==> src/rtl/core/nhtlp_pkg.sv <==
// shared types and constants for the name hash table core
// no dependencies
package nhtlp_pkg;

  localparam logic [7:0] SPACE_CHAR = 8'h20;

  typedef enum logic [1:0] {
    STATUS_OK        = 2'd0,
    STATUS_NOT_FOUND = 2'd1,
    STATUS_TOO_LONG  = 2'd2,
    STATUS_FULL      = 2'd3
  } status_t;

  typedef enum logic [3:0] {
    ST_CLEAR,
    ST_IDLE,
    ST_START,
    ST_PROBE,
    ST_CHECK,
    ST_CMP_RD,
    ST_CMP_CHK,
    ST_WRITE,
    ST_FINISH
  } state_t;

endpackage

==> src/rtl/core/nhtlp_key.sv <==
// key collector: byte sum, length count, space rule and name buffer
// depends on nhtlp_pkg
module nhtlp_key #(
  parameter int TABLE_SIZE = 256,
  parameter int MAX_NAME   = 20
) (
  input  logic                            clk,
  input  logic                            rst,
  input  logic                            take,
  input  logic                            command,
  input  logic [7:0]                      name_char,
  input  logic                            clear,
  input  logic [$clog2(MAX_NAME)-1:0]     rd_idx,
  output logic [$clog2(TABLE_SIZE)-1:0]   key_sum,
  output logic [$clog2(MAX_NAME+1)-1:0]   kept_length,
  output logic                            too_long,
  output logic [7:0]                      rd_char
);
  import nhtlp_pkg::*;

  localparam int AW = $clog2(TABLE_SIZE);
  localparam int CW = $clog2(MAX_NAME);
  localparam int LW = $clog2(MAX_NAME + 1);
  localparam int KW = $clog2(MAX_NAME + 2);
  localparam int SW = AW + 9;

  logic [7:0]    key_buffer [MAX_NAME];
  logic [KW-1:0] key_length;
  logic          space_seen;
  logic          space_next;
  logic [SW-1:0] sum_next;

  assign space_next = space_seen | (command & (name_char == SPACE_CHAR));

  always_comb begin
    sum_next = SW'(key_sum) + SW'(name_char);
    for (int k = 0; k < 4; k++) begin
      if (sum_next >= SW'(TABLE_SIZE)) begin
        sum_next = sum_next - SW'(TABLE_SIZE);
      end
    end
  end

  always_ff @(posedge clk) begin
    if (rst || clear) begin
      key_sum     <= '0;
      key_length  <= '0;
      kept_length <= '0;
      space_seen  <= 1'b0;
    end else if (take) begin
      if (key_length <= KW'(MAX_NAME)) begin
        key_length <= key_length + KW'(1);
      end
      space_seen <= space_next;
      if (!space_next) begin
        key_sum <= sum_next[AW-1:0];
        if (kept_length < LW'(MAX_NAME)) begin
          kept_length <= kept_length + LW'(1);
        end
      end
    end
  end

  always_ff @(posedge clk) begin
    if (take && !space_next && kept_length < LW'(MAX_NAME)) begin
      key_buffer[kept_length[CW-1:0]] <= name_char;
    end
  end

  assign too_long = key_length > KW'(MAX_NAME);
  assign rd_char  = key_buffer[rd_idx];

endmodule
==> config.mk <==
export PLATFORM = sky130hd
export DESIGN_NAME = nhtlp_key
export DESIGN_NICKNAME = d
export VERILOG_FILES = /design/src/rtl/core/nhtlp_pkg.sv /design/src/rtl/core/nhtlp_key.sv
export SDC_FILE = /design/constraint.sdc
export NUM_CORES = 1
export LEC_CHECK = 0
export ABC_AREA = 1
export CORE_MARGIN = 5
export CORE_UTILIZATION = 40
export CTS_CLUSTER_DIAMETER = 200
export DETAILED_ROUTE_END_ITERATION = 8
export DONT_BUFFER_PORTS = 1
export PLACE_DENSITY_LB_ADDON = 0.12
export SKIP_CTS_REPAIR_TIMING = 1
export SLEW_MARGIN = 40
export SYNTH_ARGS = -nofsm -noshare
export SYNTH_HDL_FRONTEND = slang
export SYNTH_SLANG_ARGS = --single-unit
export TNS_END_PERCENT = 100
==> constraint.sdc <==
create_clock -name clk -period 1.7 [get_ports clk]
set_input_delay 0.085 -clock clk [delete_from_list [all_inputs] [get_ports clk]]
set_output_delay 0.085 -clock clk [all_outputs]
set_load 0.005 [all_outputs]
# ---- Word level (Yosys, flattened, before mapping)
# Memories as Yosys holds them, arrays and structs flattened.
# Index checks and enable logic that the tools add are counted.
dict set report totals {
  ramBits 160
  inputBits 18
  latch_bits 0
  rom_bits 0
  n_memories 1
  regBits 19
}
dict set report classes {
  n_mul 0
  reduce_logical 7
  bitwise 3
  eq_ne 1
  mux 6
  n_addsub 7
  div 0
  n_lt_le_gt_ge 7
  shift 0
}
# name depth word_bits rd rd_clocked_by_memory_dff wr line_no
set mem_list {}
lappend mem_list {key_buffer 20 8 1 0 1 nhtlp_key.sv:27} ;# logic [7:0] key_buffer [MAX_NAME];
# op n
set op_table {}
lappend op_table {{$ge A17 B9 Y1 const B} 3}
lappend op_table {{$mux W17} 3}
lappend op_table {{$sub A17 B9 Y17 const B} 2}
lappend op_table {{$add A5 B1 Y5 const B} 2}
lappend op_table {{$sub A9 B9 Y10 const B} 1}
lappend op_table {{$add A8 B8 Y9} 1}
lappend op_table {{$ge A9 B9 Y1 const B} 1}
lappend op_table {{$eq A8 B6 Y1 const B} 1}
lappend op_table {{$mux W8} 1}
lappend op_table {{$sub A8 B1 Y8 const B} 1}
lappend op_table {{$gt A5 B5 Y1 const B} 1}
lappend op_table {{$le A5 B5 Y1 const B} 1}
lappend op_table {{$lt A5 B5 Y1 const B} 1}
lappend op_table {{$reduce_and A2 Y1} 2}
lappend op_table {{$reduce_and A3 Y1} 1}
lappend op_table {{$logic_and A1 B1 Y1} 2}
lappend op_table {{$mux W1} 2}
lappend op_table {{$and A1 B1 Y1} 1}
lappend op_table {{$logic_not A1 Y1} 1}
lappend op_table {{$logic_or A1 B1 Y1} 1}
lappend op_table {{$not A1 Y1} 1}
lappend op_table {{$or A1 B1 Y1} 1}

# ---- Depth between registers and ports, before layout
dict set report depth {
  depth_word 9
  depth_mapped 11
}

# ---- Worst setup path before layout
# Ideal clock, no wire load.
dict set report synth_path {
  path_type {register to register}
  from {register key_sum[0]}
  to {register key_sum[6]}
  t_required_ns 1.587
  period_less_slack_ns 1.591
  stages_incl_launch_ff 10
  slack_ns 0.109
  n_path_buf 0
  setup_ns 0.113
  arrival_time_ns 1.478
  path_cell_list {dfxtp_1 -> ha_1 -> inv_1 -> fa_1 -> o21ai_0 -> nand3b_1 -> nand3_1 -> nand2_1 -> nor2_1 -> nor2_1}
}
dict set report synth_between {
  elab_chain_len 9
  elab_cells_between_ends 13
  cone_classes {add/sub: 5; order compare: 4; mux: 4}
}
# item line_no
set synth_lines {}
lappend synth_lines {{start, declared} nhtlp_key.sv:14} ;# output logic [$clog2(TABLE_SIZE)-1:0] key_sum,
lappend synth_lines {{start signal, assigned} nhtlp_key.sv:56} ;# key_sum <= sum_next[AW-1:0];
lappend synth_lines {{$add A8 B8 Y9 *} nhtlp_key.sv:36} ;# sum_next = SW'(key_sum) + SW'(name_char);
lappend synth_lines {{$sub A9 B9 Y10 / $ge A9 B9 Y1 (equally long branches)} {nhtlp_key.sv:39, nhtlp_key.sv:38}}
lappend synth_lines {{$mux W17 *} nhtlp_key.sv:38} ;# if (sum_next >= SW'(TABLE_SIZE)) begin
lappend synth_lines {{$sub A17 B9 Y17 / $ge A17 B9 Y1 (equally long branches)} {nhtlp_key.sv:39, nhtlp_key.sv:38}}
lappend synth_lines {{$mux W17 *} nhtlp_key.sv:38}
lappend synth_lines {{$sub A17 B9 Y17 / $ge A17 B9 Y1 (equally long branches)} {nhtlp_key.sv:39, nhtlp_key.sv:38}}
lappend synth_lines {{$mux W17 *} nhtlp_key.sv:38}
lappend synth_lines {{$ge A17 B9 Y1 / $sub A8 B1 Y8 (equally long branches)} {nhtlp_key.sv:38, nhtlp_key.sv:39}}
lappend synth_lines {{$mux W8 *} nhtlp_key.sv:38}
# Every way passes the cells marked *; elsewhere a longest branch is shown, timed or not.
# A chain may end at the register's enable or synchronous reset.

# ---- Worst setup path after layout
dict set report layout_path {
  from {memory key_buffer[5][6]}
  to {output rd_char[6]}
}
dict set report layout_between {
  elab_chain_len 1
}
# item line_no
set layout_lines {}
lappend layout_lines {{start, declared} nhtlp_key.sv:27}
lappend layout_lines {{$mem_v2 Z20 W8} --}
lappend layout_lines {{end, declared} nhtlp_key.sv:17} ;# output logic [7:0] rd_char
# Every way passes these cells.

==> impl_metrics.ini <==
[run_status]
run_status = complete, but fails checks
violated_checks = hold timing

[sta]
totalNegativeSetupSlack_ns = 0
maxSlewHeadroom = 0.264
finalSetupViolations = 0
fmaxAchievable_mhz = 638
layout_worst_path_cycle_share = 0.922
finalHoldViolations = 1
timing.final.max_slew_violations = 0
post-route-min-period_ns = 1.57
worst_slew_pin_slew_ns = 1.10
fin_worst_hold_slack_ns = -0.0244
timing.clock.skew_ns = 0.0112
setup_repair_after_global_routing_missed_its_margin = no

[placed_design]
placement.io_buffers = 0
dpl.hpwl_um = 12200
place_congestion = 0.856
dp_cells = 991

[detailed_routing]
drt_iter0_drc = 445
wirelength_um = 19800
postRouteAntennaNets = 0
detail_route.wl_per_cell_um = 19.2
route.vias.total = 5277
post-route-drc-count = 0
routed_vias_inst = 5.10
drt_pre_antenna_iters = 7

[pwr]
total_leakage_power_nw = 3.33
power.ir.vdd_worst_uv = 764
power.density_mw_per_mm2 = 1060

[floorplanning]
io_pins = 40
floorplan.rows = 51
die_area_mm2 = 0.0224
die_w_um = 150
core_area_mm2 = 0.0193
die_height_um = 150
starting_density = 0.403

[grt]
grt_util_all_layers = 0.178
grt_max_degree = 82
grt_first_pass_wirelength_um = 30100
grt_overflow_total = 0
grt_pass1_vias = 5243
antenna_found_initial = 1

[clock_network]
clock_tree.htree_level_count = 4
cts_tree = yes
max-clock-path-buffers = 2
clock-root-buffer = sky130_fd_sc_hd__clkbuf_16
clock-sinks = 179
cts_made_buffers = 17
worst_skew_pair.late_latency_ns = 0.43
cts_clk_pin_slew_worst_paths_ns = 0.07

[worst_setup_path]
launching_element_type_of_the_critical_path = register
max_stage_delay_ns = 0.36
timing.setup.critical_path_class = register to output pin
critical_path.most_common_cell = sky130_fd_sc_hd__nand2_1
timing.critical_path.fanout_max = 1
critical_path.cell_chain = nand2_1 > nand3_1 > nand3_1 > nand2_1 > nand2_1 > nand2_1 > nand2_1 > nand2_1
cp-end-kind = output pin
critPathRequiredTime_ns = 1.62
arrival_ns = 1.48
crit_path_top_delay_cell = sky130_fd_sc_hd__edfxtp_1

[flow_run]
max_cap_violations = 0

[yosys]
ys_seq_area_frac = 0.665
flop_and_latch_count_out_of_synthesis = 179
ys_warn_count = 0
netlist_instances = 727
synth.lib_cells_used.distinct = 33
post_synth_instance_area_mm2 = 0.00779
syn_nets = 759
synth_largest_type_area_fraction = 0.617
synth_top_area_cell = sky130_fd_sc_hd__edfxtp_1
ys_top_cells_by_area = sky130_fd_sc_hd__edfxtp_1, sky130_fd_sc_hd__nand2_1, sky130_fd_sc_hd__nand3_1
syn_area_per_cell_um2 = 10.7

[cells_and_area]
drive_gt1_frac = 0.108
final_net_count = 787
mostFrequentLayoutCell = sky130_fd_sc_hd__nand2_1
commonest_cells_after_routing_fill_and_taps_aside = sky130_fd_sc_hd__nand2_1, sky130_fd_sc_hd__edfxtp_1, sky130_fd_sc_hd__nand3_1
area_growth_syn_to_layout_pct = 13.5
stdcell_count = 1034

[worst_hold_path]
min_delay_path_class = primary input to register
## layout make-up
cell class | count | area (um^2)
antenna | 1 | 2.50
sequential | 179 | 5180
tap | 265 | 332
multi-input combinational | 484 | 2270
clock inverter | 15 | 161
timing repair buffer | 41 | 345
fill | 1803 | 10500
clock buffer | 17 | 425
inverter | 32 | 125
## worst max-delay path, delay by kind of cell, from the launching register on
family,cells,cell delay (ns)
DFF,1,0.36
and+or+nand+nor,8,0.69
## per-stage QoR
step | util | area, um^2 | total power [mW] | setup slack [ns] | hold WS, ns
after CTS | 0.451 | 8720 | 9.31 | 0.0125 | -0.274
after global placement | 0.421 | 8140 | 5.45 | 0.0121 | 0.186
after floorplan | - | 7790 | 5.37 | 0.109 | 0.184
final | 0.457 | 8840 | 9.33 | 0.133 | -0.0244
after detailed placement | 0.421 | 8140 | 5.46 | 0.0227 | 0.186
after global routing | 0.457 | 8840 | 9.70 | 0.00424 | 0.00377
## power breakdown
part           total [mW]  internal [mW]  switching (mW)
clock                3.88           1.97            1.90
combinational       0.612          0.199           0.413
sequential           4.84           4.82          0.0201
total                9.33           7.00            2.34
## metal layers
metal	GRT usage	up-vias	part of all wire
met5	0	-	0.0021
met1	0.235	2536	0.43
li1	-	2550	-
met2	0.295	153	0.48
met3	0.0385	36	0.054
met4	0.0581	2	0.031
## registers in the layout, summed over array words and instances, names as in the netlist
register     cells
key_buffer     160
space_seen       1
kept_length      5
key_sum          8
key_length       5
## worst paths after layout
| path | start | end | slack, ns | cells after the start |
|---|---|---|---|---|
| worst min-delay path | take | space_seen | -0.02 | 3 |
| worst max register to register | key_sum[2] | key_sum[7] | 0.16 | 6 |
| worst max-delay path | key_buffer[5][6] | rd_char[6] | 0.13 | 8 |
| worst min register to register | key_length[4] | key_length[4] | 0.48 | 2 |
## cell usage after synthesis (all sizes together)
| master | count |
|---|---|
| xor2 | 1 |
| nand2 | 232 |
| a21oi | 13 |
| nand4 | 3 |
| or2 | 3 |
| nand3 | 104 |
| dfxtp | 19 |
| nand3b | 4 |
| nor2 | 66 |
| inv | 32 |
| o21a | 1 |
| nor3 | 2 |
| buf | 29 |
| fa | 1 |
| xnor2 | 3 |
| o22ai | 8 |
| edfxtp | 160 |
| clkbuf | 3 |
| o21ai | 30 |
| ha | 13 |
## logic make-up after synthesis
kind of cell	count (synthesis)	synth area share
and+or+nand+nor	414	0.225
adders and majority gates	14	0.0234
AOI/OAI and AO/OA	52	0.0360
buffers and inverters	64	0.0459
xor gates and xnor gates	4	0.00450
DFF	179	0.665
No activity file was read; power rests on OpenSTA's default activity.
